<file path="src/design/gpio_port_register_block_defines.svh">
// Assertion macros shared by the port register block.
// Each macro checks a property on the rising clock edge while reset is released.
`ifndef GPIO_PORT_REGISTER_BLOCK_DEFINES_SVH
`define GPIO_PORT_REGISTER_BLOCK_DEFINES_SVH

`ifndef ASSERT_OFF
`define GPRB_ASSERT(name, clk, rst_n, prop) \
  name: assert property (@(posedge clk) disable iff (!rst_n) (prop)) \
    else $error("gprb assertion failed");
`define GPRB_ASSERT_IMPL(name, clk, rst_n, ante, cons) \
  name: assert property (@(posedge clk) disable iff (!rst_n) (ante) |-> (cons)) \
    else $error("gprb implication failed");
`define GPRB_ASSERT_NEXT(name, clk, rst_n, ante, cons) \
  name: assert property (@(posedge clk) disable iff (!rst_n) (ante) |=> (cons)) \
    else $error("gprb next-cycle check failed");
`else
`define GPRB_ASSERT(name, clk, rst_n, prop)
`define GPRB_ASSERT_IMPL(name, clk, rst_n, ante, cons)
`define GPRB_ASSERT_NEXT(name, clk, rst_n, ante, cons)
`endif

`endif

</file>
<file path="src/design/gprb_pkg.sv">
`default_nettype none

package gprb_pkg;

  // Register offsets of the port.
  typedef enum logic [3:0] {
    REG_MODE     = 4'd0,
    REG_TYPE     = 4'd1,
    REG_SPEED    = 4'd2,
    REG_PULL     = 4'd3,
    REG_INPUT    = 4'd4,
    REG_OUTPUT   = 4'd5,
    REG_SETRESET = 4'd6,
    REG_LOCK     = 4'd7,
    REG_AFLOW    = 4'd8,
    REG_AFHIGH   = 4'd9
  } reg_idx_e;

  // Bus access kind.
  typedef enum logic {
    ACT_READ  = 1'b0,
    ACT_WRITE = 1'b1
  } action_e;

  // Bit position of the lock key in the lock register.
  localparam int unsigned LockKeyBit = 16;

  // One bus transaction.
  typedef struct packed {
    logic        action;
    logic [3:0]  reg_index;
    logic [31:0] write_data;
    logic [15:0] pin_levels;
  } req_t;

  // One result transaction.
  typedef struct packed {
    logic [31:0] read_data;
    logic [15:0] output_levels;
    logic        lock_active;
    logic        write_blocked;
  } rsp_t;

  // Command from the register logic to the lock sequencer.
  typedef struct packed {
    logic        wr;
    logic        rd;
    logic        key;
    logic [15:0] mask;
  } lock_cmd_t;

  // Lock sequencer status.
  typedef struct packed {
    logic [15:0] mask;
    logic        locked;
    logic        locked_next;
  } lock_stat_t;

  // Widen a per-pin mask to the 2-bit fields of each pin.
  function automatic logic [31:0] spread2(logic [15:0] pins);
    logic [31:0] r;
    r = '0;
    for (int i = 0; i < 16; i++) begin
      r[2*i +: 2] = {2{pins[i]}};
    end
    return r;
  endfunction

  // Widen an 8-pin mask to the 4-bit alternate-function fields.
  function automatic logic [31:0] spread4(logic [7:0] pins);
    logic [31:0] r;
    r = '0;
    for (int i = 0; i < 8; i++) begin
      r[4*i +: 4] = {4{pins[i]}};
    end
    return r;
  endfunction

  // New register value: implemented, unlocked bits take the write data.
  function automatic logic [31:0] guarded_write(logic [31:0] cur, logic [31:0] data,
                                                logic [31:0] impl, logic [31:0] locked);
    logic [31:0] writable;
    writable = impl & ~locked;
    return (cur & ~writable) | (data & writable);
  endfunction

  // True when the write tries to change a bit of a locked pin.
  function automatic logic guarded_hit(logic [31:0] cur, logic [31:0] data,
                                       logic [31:0] impl, logic [31:0] locked);
    return |((cur ^ data) & impl & locked);
  endfunction

endpackage

`default_nettype wire

</file>
<file path="src/design/gprb_lock.sv">
`default_nettype none

// Lock key sequencer: write key 1, key 0, key 1 with one mask, then read.
module gprb_lock
  import gprb_pkg::*;
(
  input  wire logic       clk_i,
  input  wire logic       rst_ni,
  input  wire lock_cmd_t  cmd_i,
  output lock_stat_t      stat_o
);

  typedef enum logic [4:0] {
    LK_IDLE   = 5'b00001,
    LK_KEY1   = 5'b00010,
    LK_KEY2   = 5'b00100,
    LK_KEY3   = 5'b01000,
    LK_LOCKED = 5'b10000
  } lock_state_e;

  lock_state_e state_q, state_d;
  logic [15:0] mask_q, mask_d;
  logic        mask_match;

  assign mask_match = (cmd_i.mask == mask_q);

  // Sequence steps; until the port is locked, any write that does not continue the sequence restarts it.
  always_comb begin
    state_d = state_q;
    mask_d  = mask_q;
    if (cmd_i.wr && (state_q != LK_LOCKED)) begin
      if ((state_q == LK_KEY1) && !cmd_i.key && mask_match) begin
        state_d = LK_KEY2;
      end else if ((state_q == LK_KEY2) && cmd_i.key && mask_match) begin
        state_d = LK_KEY3;
      end else begin
        mask_d  = cmd_i.mask;
        state_d = cmd_i.key ? LK_KEY1 : LK_IDLE;
      end
    end else if (cmd_i.rd && (state_q == LK_KEY3)) begin
      state_d = LK_LOCKED;
    end
  end

  always_ff @(posedge clk_i or negedge rst_ni) begin
    if (!rst_ni) begin
      state_q <= LK_IDLE;
      mask_q  <= '0;
    end else begin
      state_q <= state_d;
      mask_q  <= mask_d;
    end
  end

  assign stat_o.mask        = mask_q;
  assign stat_o.locked      = (state_q == LK_LOCKED);
  assign stat_o.locked_next = (state_d == LK_LOCKED);

endmodule

`default_nettype wire

</file>
<file path="src/design/gpio_port_register_block.sv">
// Channel    Handshake               Payload  Direction
// request    start high, busy low    req_i    in
// result     valid_o strobe          rsp_o    out
//
// One transaction is accepted in every cycle; busy stays low.
// A transaction is registered on acceptance and its result is registered in
// the following cycle, from which valid_o and rsp_o are driven.
// The result is shown for one cycle only; the receiver cannot stall it.
// Reset clears all port registers and the lock; no clearing pass is needed.
`default_nettype none
`include "gpio_port_register_block_defines.svh"

module gpio_port_register_block
  import gprb_pkg::*;
#(
  parameter int unsigned PIN_COUNT = 16
) (
  input  wire logic clk_i,
  input  wire logic rst_ni,
  input  wire logic start,
  output logic      busy,
  input  wire req_t req_i,
  output logic      valid_o,
  output rsp_t      rsp_o
);

  // Implemented-pin masks.
  localparam logic [15:0] PinMask  = 16'((32'd1 << PIN_COUNT) - 32'd1);
  localparam logic [31:0] Impl2    = spread2(PinMask);
  localparam logic [31:0] Impl4Lo  = spread4(PinMask[7:0]);
  localparam logic [31:0] Impl4Hi  = spread4(PinMask[15:8]);

  // Input stage.
  logic        req_valid_q;
  req_t        req_q;

  // Port registers.
  logic [31:0] mode_q, mode_d;
  logic [15:0] type_q, type_d;
  logic [31:0] speed_q, speed_d;
  logic [31:0] pull_q, pull_d;
  logic [15:0] out_q, out_d;
  logic [31:0] af_lo_q, af_lo_d;
  logic [31:0] af_hi_q, af_hi_d;

  // Result stage.
  logic        rsp_valid_q;
  rsp_t        rsp_q, rsp_d;

  lock_cmd_t   lock_cmd;
  lock_stat_t  lock_stat;
  logic [15:0] locked_pins;
  logic [31:0] locked2;
  logic        is_write;
  logic        is_read;
  logic [15:0] set_pins;
  logic [15:0] clr_pins;

  assign busy = 1'b0;

  // Register the accepted transaction.
  always_ff @(posedge clk_i or negedge rst_ni) begin
    if (!rst_ni) begin
      req_valid_q <= 1'b0;
    end else begin
      req_valid_q <= start && !busy;
    end
  end

  always_ff @(posedge clk_i) begin
    if (start && !busy) begin
      req_q <= req_i;
    end
  end

  assign is_write    = req_valid_q && (req_q.action == ACT_WRITE);
  assign is_read     = req_valid_q && (req_q.action == ACT_READ);
  assign locked_pins = lock_stat.locked ? lock_stat.mask : 16'h0000;
  assign locked2     = spread2(locked_pins);
  assign set_pins    = req_q.write_data[15:0] & PinMask;
  assign clr_pins    = req_q.write_data[31:16] & PinMask;

  // Lock sequencer command.
  assign lock_cmd.wr   = is_write && (req_q.reg_index == REG_LOCK);
  assign lock_cmd.rd   = is_read && (req_q.reg_index == REG_LOCK);
  assign lock_cmd.key  = req_q.write_data[LockKeyBit];
  assign lock_cmd.mask = req_q.write_data[15:0] & PinMask;

  gprb_lock u_lock (
    .clk_i  (clk_i),
    .rst_ni (rst_ni),
    .cmd_i  (lock_cmd),
    .stat_o (lock_stat)
  );

  // Register updates and read mux.
  always_comb begin
    mode_d  = mode_q;
    type_d  = type_q;
    speed_d = speed_q;
    pull_d  = pull_q;
    out_d   = out_q;
    af_lo_d = af_lo_q;
    af_hi_d = af_hi_q;
    rsp_d   = '0;
    if (is_write) begin
      case (req_q.reg_index)
        REG_MODE: begin
          mode_d = guarded_write(mode_q, req_q.write_data, Impl2, locked2);
          rsp_d.write_blocked = guarded_hit(mode_q, req_q.write_data, Impl2, locked2);
        end
        REG_TYPE: begin
          type_d = 16'(guarded_write({16'h0000, type_q}, req_q.write_data,
                                     {16'h0000, PinMask}, {16'h0000, locked_pins}));
          rsp_d.write_blocked = guarded_hit({16'h0000, type_q}, req_q.write_data,
                                            {16'h0000, PinMask}, {16'h0000, locked_pins});
        end
        REG_SPEED: begin
          speed_d = guarded_write(speed_q, req_q.write_data, Impl2, locked2);
          rsp_d.write_blocked = guarded_hit(speed_q, req_q.write_data, Impl2, locked2);
        end
        REG_PULL: begin
          pull_d = guarded_write(pull_q, req_q.write_data, Impl2, locked2);
          rsp_d.write_blocked = guarded_hit(pull_q, req_q.write_data, Impl2, locked2);
        end
        REG_OUTPUT: begin
          out_d = req_q.write_data[15:0] & PinMask;
        end
        REG_SETRESET: begin
          out_d = ((out_q & ~clr_pins) | set_pins) & PinMask;
        end
        REG_AFLOW: begin
          af_lo_d = guarded_write(af_lo_q, req_q.write_data, Impl4Lo,
                                  spread4(locked_pins[7:0]));
          rsp_d.write_blocked = guarded_hit(af_lo_q, req_q.write_data, Impl4Lo,
                                            spread4(locked_pins[7:0]));
        end
        REG_AFHIGH: begin
          af_hi_d = guarded_write(af_hi_q, req_q.write_data, Impl4Hi,
                                  spread4(locked_pins[15:8]));
          rsp_d.write_blocked = guarded_hit(af_hi_q, req_q.write_data, Impl4Hi,
                                            spread4(locked_pins[15:8]));
        end
        default: begin
        end
      endcase
    end else if (is_read) begin
      case (req_q.reg_index)
        REG_MODE:   rsp_d.read_data = mode_q;
        REG_TYPE:   rsp_d.read_data = {16'h0000, type_q};
        REG_SPEED:  rsp_d.read_data = speed_q;
        REG_PULL:   rsp_d.read_data = pull_q;
        REG_INPUT:  rsp_d.read_data = {16'h0000, req_q.pin_levels & PinMask};
        REG_OUTPUT: rsp_d.read_data = {16'h0000, out_q};
        REG_LOCK:   rsp_d.read_data = {15'h0000, lock_stat.locked_next, lock_stat.mask};
        REG_AFLOW:  rsp_d.read_data = af_lo_q;
        REG_AFHIGH: rsp_d.read_data = af_hi_q;
        default:    rsp_d.read_data = '0;
      endcase
    end
    rsp_d.output_levels = out_d;
    rsp_d.lock_active   = lock_stat.locked_next;
  end

  always_ff @(posedge clk_i or negedge rst_ni) begin
    if (!rst_ni) begin
      mode_q      <= '0;
      type_q      <= '0;
      speed_q     <= '0;
      pull_q      <= '0;
      out_q       <= '0;
      af_lo_q     <= '0;
      af_hi_q     <= '0;
      rsp_valid_q <= 1'b0;
    end else begin
      mode_q      <= mode_d;
      type_q      <= type_d;
      speed_q     <= speed_d;
      pull_q      <= pull_d;
      out_q       <= out_d;
      af_lo_q     <= af_lo_d;
      af_hi_q     <= af_hi_d;
      rsp_valid_q <= req_valid_q;
    end
  end

  always_ff @(posedge clk_i) begin
    if (req_valid_q) begin
      rsp_q <= rsp_d;
    end
  end

  assign valid_o = rsp_valid_q;
  assign rsp_o   = rsp_q;

  // Every accepted transaction produces a result, after the input and result registers.
  `GPRB_ASSERT_NEXT(a_result_follows, clk_i, rst_ni, start && !busy, ##1 valid_o)
  // Once locked, the port stays locked until reset.
  `GPRB_ASSERT_NEXT(a_lock_sticky, clk_i, rst_ni, lock_stat.locked, lock_stat.locked)
  // A blocked write can only happen on a locked port.
  `GPRB_ASSERT_IMPL(a_blocked_needs_lock, clk_i, rst_ni,
                    valid_o && rsp_o.write_blocked, rsp_o.lock_active)
  // Unimplemented pins never drive an output level.
  `GPRB_ASSERT(a_out_masked, clk_i, rst_ni, (out_q & ~PinMask) == 16'h0000)

endmodule

`default_nettype wire
</file>
<file path="config.mk">
export PLATFORM = sky130hd
export DESIGN_NAME = gpio_port_register_block
export DESIGN_NICKNAME = d
export VERILOG_FILES = /design/src/design/gprb_pkg.sv /design/src/design/gprb_lock.sv /design/src/design/gpio_port_register_block.sv
export VERILOG_INCLUDE_DIRS = /design/src /design/src/design
export SDC_FILE = /design/constraint.sdc
export NUM_CORES = 1
export LEC_CHECK = 0
export BUFFER_PORTS_ARGS = -buffer_cell sky130_fd_sc_hd__buf_2
export CAP_MARGIN = 5
export CELL_PAD_IN_SITES_DETAIL_PLACEMENT = 0
export CELL_PAD_IN_SITES_GLOBAL_PLACEMENT = 1
export CORE_UTILIZATION = 43
export DETAILED_ROUTE_END_ITERATION = 10
export HOLD_SLACK_MARGIN = 0.05
export PLACE_DENSITY = 0.69
export REMOVE_ABC_BUFFERS = 1
export SETUP_SLACK_MARGIN = 0.15
export SLEW_MARGIN = 15
export SYNTH_ARGS = -nofsm -noshare
export SYNTH_HDL_FRONTEND = slang
export SYNTH_SLANG_ARGS = --single-unit
</file>
<file path="constraint.sdc">
create_clock -name clk_i -period 9.6 [get_ports clk_i]
set_clock_uncertainty 0.15 [all_clocks]
set_input_delay 1.92 -clock clk_i [delete_from_list [all_inputs] [get_ports clk_i]]
set_output_delay 1.92 -clock clk_i [all_outputs]
set_load 0.02 [all_outputs]
</file>
After elaboration in Yosys (flattened, before gate mapping)

Index checks and enable logic that the tools add are counted.

Flip-flop bits (word level): 318
Bits in latches: 0
Memory bits (writable): 0
ROM bits: 0
Input port bits: 56
Output and inout port bits: 52
Logic and storage cells: 114
Memories kept: 0

$add $sub $neg: 0
Multipliers: 0
Div/mod/pow operators: 0
$lt $le $gt $ge: 0
Equality and inequality tests: 16
Shift-type cells: 0
Multiplexer cells: 10
Bitwise gates (word level): 43
Reductions and logical operators: 26

Operators by type and width:

| operator                                                         | count |
|---|---|
| 32-bit AND                                                       | 13 |
| 32-bit one-hot mux with 9 select lines                           | 1 |
| 32-bit NOT                                                       | 6 |
| 32-bit OR reduction                                              | 6 |
| 32-bit OR                                                        | 5 |
| 32-bit XOR                                                       | 5 |
| 16-bit AND                                                       | 4 |
| 16-bit NOT                                                       | 3 |
| 16-bit two-way mux                                               | 2 |
| 16-bit OR                                                        | 2 |
| 16-bit one-hot mux with 2 select lines                           | 1 |
| 5-bit two-way mux                                                | 4 |
| 16-bit == test                                                   | 1 |
| 4-bit by 3-bit == test with 1-bit output (second input constant) | 4 |
| 16-bit XOR                                                       | 1 |
| 2-bit AND reduction                                              | 6 |
| 5-bit == test (second input constant)                            | 2 |
| 1-bit logical AND                                                | 10 |
| 4-bit by 2-bit == test with 1-bit output (second input constant) | 2 |
| 4-bit == test (second input constant)                            | 2 |
| 1-bit one-hot mux with 6 select lines                            | 1 |
| 5-bit by 2-bit == test with 1-bit output (second input constant) | 1 |
| 5-bit by 3-bit == test with 1-bit output (second input constant) | 1 |
| 5-bit by 4-bit == test with 1-bit output (second input constant) | 1 |
| 8 further kinds                                                  | 11 |

Logic depth before layout (Yosys ltp)

Gate-level depths: netlist (run 1).

Word-level depth: 8
Gate-level depth with buffers: 9
Gate-level depth less buffers: 7

Hierarchy

From an unflattened synthesis (run 1), not the netlist that was laid out.

Cell total of the unflattened synthesis: 1217
Area, all modules: 15487.4 µm²

Modules (own cells, without submodules):

| module                   | times used | cells an instance | area each (µm²) | seq. area each (µm²) |
|---|---|---|---|---|
| gpio_port_register_block | 1          | 1124              | 14336.2         | 7947.6 |
| gprb_lock                | 1          | 93                | 1151.1          | 526.8 |

Least setup slack after synthesis (run 1)

No wires, ideal clock.

Kind: register to register
Start point: register req_valid_q
End point: register (tool-made name)
Library setup time: 125 ps
Arrival time: 3042 ps
Required time: 9325 ps
Setup slack: 6283 ps
Cell stages (with the launch flop): 6
Path buffers: 1
Clock period less this slack: 3317 ps
Cells stage by stage: dfrtp_1 nand2_1 nor4_2 clkbuf_1 nand2_1 mux2_2

RTL lines:

| item                   | line                           | text |
|---|---|---|
| start, declared        | gpio_port_register_block.sv:34 | `logic req_valid_q;` |
| start signal, assigned | gpio_port_register_block.sv:66 | `req_valid_q <= start && !busy;` |

Worst setup path in the final report (run 1)

Start point: register u_lock.state_q[4]
End point: register u_lock.mask_q[2]

Word-level cells in the longest chain between the ends: 5
Elaborated cells between the ends (all ways): 11
Those cells by class: eq/ne: 3; bitwise: 2; reduce/logical: 6

Ends and longest elaborated chain:

| item                                                                                                 | line                             | text |
|---|---|---|
| start, declared                                                                                      | gprb_lock.sv:21                  | `lock_state_e state_q, state_d;` |
| start signal, assigned                                                                               | gprb_lock.sv:50                  | `state_q <= state_d;` |
| 5-bit by 2-bit == test with 1-bit output or 5-bit by 3-bit == test with 1-bit output (tied branches) | gprb_lock.sv:32, gprb_lock.sv:34 |  |
| 1-bit logical AND, on equally long branches (2 in a row)                                             | gprb_lock.sv:32, gprb_lock.sv:34 |  |
| 1-bit NOT (no source line)                                                                           | -                                |  |
| 3-bit AND reduction (no source line) (*)                                                             | -                                |  |
| end signal, assigned                                                                                 | gprb_lock.sv:51                  | `mask_q <= mask_d;` |
| end, declared                                                                                        | gprb_lock.sv:22                  | `logic [15:0] mask_q, mask_d;` |

Mark *: on every way between the ends. The rest lies on a longest branch, timed or not.
A chain may end at the register's enable or synchronous reset.

==> results of run 1 <==
## where the power goes
group,switching (uW),internal [uW]
clock,575,810
sequential,338,1700
combinational,344,401
total,1260,2910
## area by class of cell
type	instances	area, um2	area share (%)
Sequential cell	318	8480	47.9
Multi-Input combinational cell	852	6740	38.1
Clock buffer	45	1020	5.75
Timing Repair Buffer	129	713	4.03
Tap cell	461	577	3.26
Clock inverter	22	168	0.947
Inverter	1	3.75	0.0212
Antenna cell	1	2.50	0.0141
## metal layers
layer  vias up  wire length, um  global-route usage [%]
met1      5625            21100                    37.1
met2       368            21800                    41.2
met5         -                0                       0
li1       4813                -                       -
met3       107             3040                    4.66
met4         0             1850                    9.93
## worst max-delay path: stages, from the launching register on
cell	delay, ps
dfrtp_1	730
or4_1	700
nor4_1	280
nand4_1	280
o21ai_4	720
mux2_2	410
## kinds of logic (layout without fill, tap and decap cells)
| kind of cell | after synthesis | in the layout | share of synthesized area (%) |
|---|---|---|---|
| XOR/XNOR | 192 | 192 | 10.8 |
| other | 1 | 2 | 0.0241 |
| AO/OA/AOI/OAI | 242 | 242 | 10.7 |
| flip-flops | 318 | 318 | 54.6 |
| multiplexers | 201 | 201 | 14.8 |
| AND/OR/NAND/NOR | 216 | 216 | 6.60 |
| buffers and inverters | 93 | 197 | 2.47 |
## placed cells by master, fill, tap and decap left out, types with 28 or more instances in the layout
master / count
nand2_1: 122
dfrtp_1: 213
edfxtp_1: 103
o21ai_0: 52
buf_2: 105
xor2_1: 123
a31oi_1: 28
mux2_2: 187
a22oi_1: 58
a22o_1: 33
clkbuf_16: 39
xnor2_1: 69
## stage by stage
stage                     hold WS [ps]  total power, uW  setup slack (ps)
after global placement             341             2780              5920
after floorplan                    314             2490              5780
after detailed placement           345             2800              5900
final                              354             4170              6210
after global routing               380             4360              6070
after CTS                          352             4190              6280
## cells in the mapped netlist, drive strengths merged, types with 2 or more instances
cell type,count
xnor2,69
and2,2
a22oi,58
a31oi,28
nand3,18
nor2,8
nor3,9
dfrtp,214
nor4,26
nand2,122
o21ai,53
o31ai,2
xor2,123
a221oi,11
a21oi,24
o22ai,17
buf,19
nand2b,5
a41oi,6
edfxtp,103
mux2i,4
nand4,11
clkbuf,73
a222oi,8
nor2b,3
mux2,197
or4,4
nor4b,2
a22o,33
## worst max-delay path by stage
stage | from | end | slack [ps] | cells past startpoint
after floorplan | req_valid_q$_DFF_PN0_ | rsp_o[10]$_DFFE_PP_ | 5780 | 4
after global placement | rst_ni | asynchronous set/reset pin | 5920 | 2
after detailed placement | rst_ni | asynchronous set/reset pin | 5900 | 2
after CTS | lock_cmd[3]$_DFFE_PP_ | rsp_o[0]$_SDFFCE_PN0P_ | 6280 | 7
after global routing | u_lock.state_q[4]$_DFF_PN0_ | u_lock.mask_q[2]$_DFFE_PN0P_ | 6070 | 5
final | u_lock.state_q[4]$_DFF_PN0_ | u_lock.mask_q[2]$_DFFE_PN0P_ | 6210 | 5
==> out/qor.txt, run 1 <==
DR iter-0 viols - 909
Antenna-violating nets left - 0
Synthesized flop and latch total - 318
Gr ovfl total - 0
Final setup vio count - 0
CP startpoint kind - flop
Sink Count - 318
Final setup TNS - 0 ps
Reg2reg start - u_lock.state_q[4]$_DFF_PN0_
Clock slew at the register clock pins of the worst setup and hold paths - 60 ps
# port buffers - 106
Hold Path Origin - u_lock.state_q[0]$_DFF_PN1_
Clock Root Buffer - clkbuf_16
Synth area leaders - dfrtp_1 (34%), edfxtp_1 (20%), mux2_2 (14%), xor2_1 (6.9%), xnor2_1 (3.9%)
Postcts setup bufs - 0
P per Cell Area - 236 nW/um2
Crit path kind - flop to flop
Initial antenna violation count - 0
Outcome - finished, final reports clean
WP data arrival - 3660 ps
Final instance area - 17700 um2
Syn Area/Cell - 12.3 um2
Asr flop ratio synth - 67.6%
Gr usage total - 26.5%
Layout cell share with drive strength beyond 1 - 29.3%
Yosys warning count - 0
Final design utilization - 49.8%
Synth cell types - 47
Post-route DRC violation count - 0
CTS buffer count - 37
Final hold violation count - 0
R2r endpoint - u_lock.mask_q[2]$_DFFE_PN0P_
Flop-to-flop setup slack - 6210 ps
Vias per inst - 5.97
Post-CTS Hold Fix Bufs - 0
Pleak - 0.00727 uW
Max Cap Viol - 0
Vias - 10900
Max Transition Viols Final - 0
Ys flop type - dfrtp_1
Final Cycle Share - 35.4%
Post-synth EDFFs - 103
Die Wd - 192 um
Dpl cells - 1761
RSZ-0062 raised after global routing - no
Rows - 69
Non-Filler Instances - 1829
DR WL/cell - 26.1 um
Clock Latency Late Sink - 540 ps
CTS HTree Levels - 2
Area grow syn2layout - 14.0%
Fmax - 295 MHz
Register area share after synthesis - 54.6%
Synth top area share - 34.5%
VDD IR max - 0.000112 V
Worst relative slew slack - 19.9%
Largest net degree at the start of global routing - 83
Cts repair resizes - 0
Post-Syn Instances - 1263
Fillers - 3189
Fin crit period - 3390 ps
Netlist Area Pre-Place - 15500 um2
First-pass GRT wire length - 71100 um
Min-delay worst type - flop to flop
Dpl cell area - 16500 um2
Initial Util - 43.7%
# IOs - 108
Worst slew pin tran - 1200 ps
Drt total wl - 47800 um
Hold Crit Depth - 2
Synth area leader - dfrtp_1
First-pass detailed-route iteration total - 7
Full die area - 36900 um2
DP HPWL - 31900 um
Nets - 1395
Hold endpoint - u_lock.state_q[0]$_DFF_PN1_
Critical path required time - 9870 ps
Crit-path max FO - 24
Reg2Reg Depth - 5
TritonCTS clock tree - yes
CTS max path bufs - 3
Gpl congestion - 0.913
CP endpoint kind - flop
Die height - 192 um
Vias in the first global route - 10700
Core footprint - 35600 um2
No activity file was read; power rests on OpenSTA's default activity.
==> run 2, diff against run 1 <==
--- a/config.mk
+++ b/config.mk
@@ -13,7 +13,7 @@
 export CORE_UTILIZATION = 43
 export DETAILED_ROUTE_END_ITERATION = 10
 export HOLD_SLACK_MARGIN = 0.05
-export PLACE_DENSITY = 0.69
+export PLACE_DENSITY = 0.72
 export REMOVE_ABC_BUFFERS = 1
 export SETUP_SLACK_MARGIN = 0.15
 export SLEW_MARGIN = 15
==> constraint.sdc (replaced) <==
create_clock -name clk_i -period 2.8 [get_ports clk_i]
set_clock_uncertainty 0.15 [all_clocks]
set_input_delay 0.56 -clock clk_i [delete_from_list [all_inputs] [get_ports clk_i]]
set_output_delay 0.56 -clock clk_i [all_outputs]
set_load 0.02 [all_outputs]
==> run 2 against run 1 <==
Against the previous run: sequential share of layout area is 4.9 points lower; non-clock buffer count grew 218; critical path depth grew 3; sequential cell count stayed put; via count up 8.4%; core utilization is 5.7 points higher; sequential power rose to 3.3 times the previous value; hold slack worse by 280 ps; cell area rose by 11%; highest routed layer is now met5; first-iteration DRC count is 24% higher; largest cell class unchanged; cell count rose by 12%.
==> out/qor.txt, run 2 (synthesis gave the netlist of run 1 again) <==
# IOs - 108
Final instance area - 19700 um2
Crit path kind - flop to flop
Vias - 11800
Worst slew pin tran - 808 ps
Hold Crit Depth - 1
Initial antenna violation count - 1
Reg2reg start - clr_pins[14]$_DFFE_PP_
Core footprint - 35600 um2
Commonest non-fill, non-tap cell in the layout - dfrtp_1
Drt total wl - 50300 um
Worst setup margin - 81.0 ps
Fmax - 368 MHz
CP Cell Sequence - xor2_1 > nor4_2 > buf_4 > o22ai_1 > or4_1 > a22oi_1 > nor4b_2 > a21oi_1
Final hold violation count - 0
Place WS - -77.3 ps
Initial Util - 43.7%
Clock slew at the register clock pins of the worst setup and hold paths - 60 ps
Max incr delay on CP - 560 ps
Full die area - 36900 um2
Clock Latency Late Sink - 550 ps
Outcome - finished, final reports clean
Gr ovfl total - 0
Final setup vio count - 0
Layout cell share with drive strength beyond 1 - 36.7%
CTS HTree Levels - 2
DP HPWL - 34900 um
Nets - 1613
Final design utilization - 55.5%
Fin crit period - 2720 ps
Final Cycle Share - 97.1%
Largest net degree at the start of global routing - 63
# port buffers - 106
Sink Count - 318
Hold endpoint - lock_cmd[10]$_DFFE_PP_
Max Cap Viol - 0
VDD IR max - 0.000976 V
Hold slack - 72.5 ps
R2r endpoint - rsp_o[0]$_SDFFCE_PN0P_
Dpl cell area - 17700 um2
CTS max path bufs - 3
Min-delay worst type - primary input to flop
Worst relative slew slack - 45.6%
Fillers - 3097
Pleak - 0.00839 uW
Most frequent cells in the layout - dfrtp_1 (213), mux2_2 (187), buf_4 (181), nand2_1 (122), xor2_1 (121)
TritonCTS clock tree - yes
First-pass detailed-route iteration total - 5
WP data arrival - 2860 ps
CP startpoint kind - flop
Antenna diodes - 0
Vias per inst - 5.78
Die height - 192 um
Reg2Reg Depth - 8
Antenna-violating nets left - 0
CP endpoint kind - flop
DR iter-0 viols - 1126
CTS buffer count - 37
Clock Root Buffer - clkbuf_16
Crit path max-delay family - simple AND/OR/NAND/NOR gates
Die Wd - 192 um
Gpl congestion - 0.979
Gr usage total - 27.7%
RSZ-0062 raised after global routing - yes
Post-route DRC violation count - 0
Buf/Inv on CP - 1
Slowest cell on crit path - or4_1
Hold Path Origin - req_i[26]
Vias in the first global route - 11900
Max Transition Viols Final - 0
Crit-path max FO - 4
P per Cell Area - 765 nW/um2
DR WL/cell - 24.6 um
Area grow syn2layout - 27.0%
Flop-to-flop setup slack - 80 ps
Critical path required time - 2940 ps
Rows - 69
Tot Pwr - 15100 uW
First-pass GRT wire length - 74900 um
## run 2: changes by cell type in the layout (fill, tap and decap cells not counted), sizes merged
| cell | before | now |
|---|---|---|
| dlygate4sd3 | 0 | 49 |
| buf | 129 | 298 |
| clkinvlp | 4 | 1 |
| clkinv | 15 | 14 |
| diode | 1 | 0 |
| bufinv | 2 | 5 |
| clkbuf | 45 | 46 |
## run 2: metrics by stage
step                      std cells  setup TNS, ps
after floorplan                1171        -140990
after global placement         1912          -39.6
after detailed placement       1912          -77.3
after CTS                      2035              0
after global routing           2046              0
final                          2046              0
## run 2: worst register-to-register path, cell delays in order, from the launching register on
cell and delay [ps]:
edfxtp_1 470, xor2_1 200, nor4_2 320, buf_4 170, o22ai_1 140, or4_1 560
a22oi_1 140, nor4b_2 210, a21oi_1 100
## run 2: power by group
group / leakage [uW] / switching (uW) / internal, uW
clock network: 0.000613 / 1980 / 3030
registers: 0.00378 / 954 / 5840
logic: 0.00400 / 1580 / 1710
total: 0.00839 / 4510 / 10600
## run 2: area by class of cell
class / count / area, um2 / share of cell area [%]
clock buffers: 46 / 1010 / 5.13
clock inverters: 21 / 234 / 1.19
inverters: 1 / 3.75 / 0.0190
multi-input cells: 852 / 6850 / 34.7
flip-flops and latches: 318 / 8480 / 43.0
well taps: 461 / 577 / 2.92
repair buffers: 347 / 2570 / 13.1
## run 2: worst max-delay path by stage
| stage | end | start | cells after the start | slack (ps) |
|---|---|---|---|---|
| after floorplan | rsp_o[10]$_DFFE_PP_ | req_valid_q$_DFF_PN0_ | 4 | -1020 |
| after global placement | rsp_o[0]$_SDFFCE_PN0P_ | clr_pins[7]$_DFFE_PP_ | 7 | -40 |
| after detailed placement | rsp_o[0]$_SDFFCE_PN0P_ | lock_cmd[1]$_DFFE_PP_ | 8 | -80 |
| after CTS | rsp_o[0]$_SDFFCE_PN0P_ | lock_cmd[0]$_DFFE_PP_ | 9 | 130 |
| after global routing | rsp_o[0]$_SDFFCE_PN0P_ | lock_cmd[0]$_DFFE_PP_ | 8 | 50 |
| final | rsp_o[0]$_SDFFCE_PN0P_ | clr_pins[14]$_DFFE_PP_ | 8 | 80 |
## run 2: per-layer routing
| metal | share of wire (%) | global-route usage [%] |
|---|---|---|
| met5 | 0.020 | 0 |
| met3 | 6.6 | 4.70 |
| met4 | 3.5 | 11.3 |
| met2 | 46 | 43.4 |
| met1 | 43 | 37.9 |
## run 2: timing repair
| action | 4_1_cts | 5_1_grt |
|---|---|---|
| pin swaps | 7 | 12 |
| gates cloned | 0 | 0 |
| endpoints found under the hold margin | 104 | 0 |
| setup buffers | 7 | 11 |
| hold buffers | 49 | 0 |
| setup endpoints to repair | 17 | 18 |
| gates resized for setup | 7 | 17 |
==> run 3, diff against run 2 <==
--- a/config.mk
+++ b/config.mk
@@ -10,10 +10,10 @@
 export CAP_MARGIN = 5
 export CELL_PAD_IN_SITES_DETAIL_PLACEMENT = 0
 export CELL_PAD_IN_SITES_GLOBAL_PLACEMENT = 1
-export CORE_UTILIZATION = 43
+export CORE_UTILIZATION = 45
 export DETAILED_ROUTE_END_ITERATION = 10
 export HOLD_SLACK_MARGIN = 0.05
-export PLACE_DENSITY = 0.72
+export PLACE_DENSITY = 0.74
 export REMOVE_ABC_BUFFERS = 1
 export SETUP_SLACK_MARGIN = 0.15
 export SLEW_MARGIN = 15
==> run 3 against run 2 <==
Against the previous run: hold slack worse by 11 ps; critical path type unchanged; clock power down 10%; sequential share of layout area up 1.7 points; fmax down 0.28%; critical endpoint unchanged; via count down 3.7%; sequential cell count unchanged.
==> out/qor.txt, run 3 (synthesis gave the netlist of run 1 again) <==
Min-delay worst type - primary input to flop
Fin crit period - 2730 ps
Gr ovfl total - 0
Hold Crit Depth - 1
Vias per inst - 5.80
Crit path kind - flop to flop
CTS HTree Levels - 2
Post-route DRC violation count - 0
Pleak - 0.00805 uW
Die Wd - 188 um
CP endpoint kind - flop
DR WL/cell - 24.4 um
CTS max path bufs - 3
Rows - 67
Clock slew at the register clock pins of the worst setup and hold paths - 60 ps
Crit-path max FO - 5
Final Cycle Share - 97.4%
Layout cell share with drive strength beyond 1 - 35.7%
Fmax - 367 MHz
# IOs - 108
DP HPWL - 34000 um
VDD IR max - 0.000425 V
Antenna-violating nets left - 0
Nets - 1544
Tot Pwr - 14500 uW
Commonest non-fill, non-tap cell in the layout - dfrtp_1
First-pass GRT wire length - 72000 um
Hold slack - 61.8 ps
Outcome - finished, final reports clean
Final hold violation count - 0
Worst setup margin - 73.4 ps
Final setup TNS - 0 ps
Core footprint - 33800 um2
RSZ-0062 raised after global routing - yes
Vias in the first global route - 11300
Clock Latency Late Sink - 530 ps
Area grow syn2layout - 22.1%
Critical path required time - 2920 ps
WP data arrival - 2850 ps
Full die area - 35300 um2
Worst relative slew slack - 55.3%
Initial Util - 46.0%
Largest net degree at the start of global routing - 65
Most frequent cells in the layout - dfrtp_1 (213), mux2_2 (181), buf_4 (154), nand2_1 (122), xor2_1 (121)
Gr busiest metal - met2
Antenna diodes - 0
Place WS - -289 ps
Gpl congestion - 0.997
First-pass detailed-route iteration total - 5
Sink Count - 318
Drt total wl - 47900 um
Met2 global-route usage - 41.7%
Final setup vio count - 0
Initial antenna violation count - 0
CTS buffer count - 36
P per Cell Area - 763 nW/um2
Vias - 11400
Max Cap Viol - 0
GRT met3 Usage - 4.10%
Gr usage total - 27.2%
# port buffers - 106
GRT met1 Usage - 39.1%
Worst slew pin tran - 663 ps
CP startpoint kind - flop
Clock Root Buffer - clkbuf_16
Die height - 188 um
Max Transition Viols Final - 0
Reg2Reg Depth - 8
TritonCTS clock tree - yes
Fillers - 2885
DR iter-0 viols - 1038
-- run 3: changes by cell type in the layout (fill, tap and decap cells not counted), sizes merged --
cell	before	now
buf	298	269
clkbuf	46	48
inv	2	3
clkinvlp	1	0
bufinv	5	2
clkinv	14	13
dlygate4sd3	49	10
-- run 3: worst max-delay path, stage by stage, from the launching register on --
cell and delay, ps:
edfxtp_1 500, xor2_2 200, nor4_4 410, buf_4 180, o22ai_2 50, or4_4 510, a22oi_2 170, nor4b_4 210
a21oi_1 90
-- run 3: routing by layer --
metal | vias up | share of wire [%]
met1 | 5705 | 44
met5 | - | 0
met4 | 0 | 3.8
li1 | 5101 | -
met3 | 102 | 7.0
met2 | 478 | 45
-- run 3: cell type report --
cell class                 instances  area (um2)  area share, %
clock buffer                      48         967           5.10
clock inverter                    17         134          0.706
inverter                           1        3.75         0.0198
multi-input combinational        852        6850           36.1
sequential                       318        8480           44.7
tap                              448         561           2.96
timing repair buffer             279        1970           10.4
-- run 3: power by group --
group / internal (uW) / switching (uW) / total, uW
registers: 5840 / 957 / 6790
clock network: 2620 / 1880 / 4490
logic: 1650 / 1530 / 3180
total: 10100 / 4360 / 14500
-- run 3: repair_timing --
item,CTS,global route
pin swaps,9,5
resized for setup,10,15
hold endpoints to repair,66,4
setup endpoints to repair,15,16
hold buffers,6,4
buffers inserted,3,2
-- run 3: per-stage QoR --
step | area (um2) | utilization (%) | cells
finish | 19000 | 56.1 | 1963
global route | 19000 | 56.1 | 1963
CTS | 18800 | 55.7 | 1957
detailed placement | 17600 | 52.0 | 1883
global placement | 17600 | 52.0 | 1883
floorplan | 15100 | - | 1171
-- run 3: worst paths after layout --
| check | start | endpoint | slack, ps |
|---|---|---|---|
| setup / recovery | lock_cmd[1]$_DFFE_PP_ | rsp_o[0]$_SDFFCE_PN0P_ | 70 |
| hold / removal | req_i[7] | req_q[7]$_DFFE_PP_ | 60 |
| setup reg to reg | lock_cmd[1]$_DFFE_PP_ | rsp_o[0]$_SDFFCE_PN0P_ | 70 |
| hold reg to reg | u_lock.state_q[0]$_DFF_PN1_ | u_lock.state_q[0]$_DFF_PN1_ | 370 |
| max in group asynchronous | rst_ni | asynchronous set/reset pin | 1330 |
| min in group asynchronous | rst_ni | asynchronous set/reset pin | 440 |
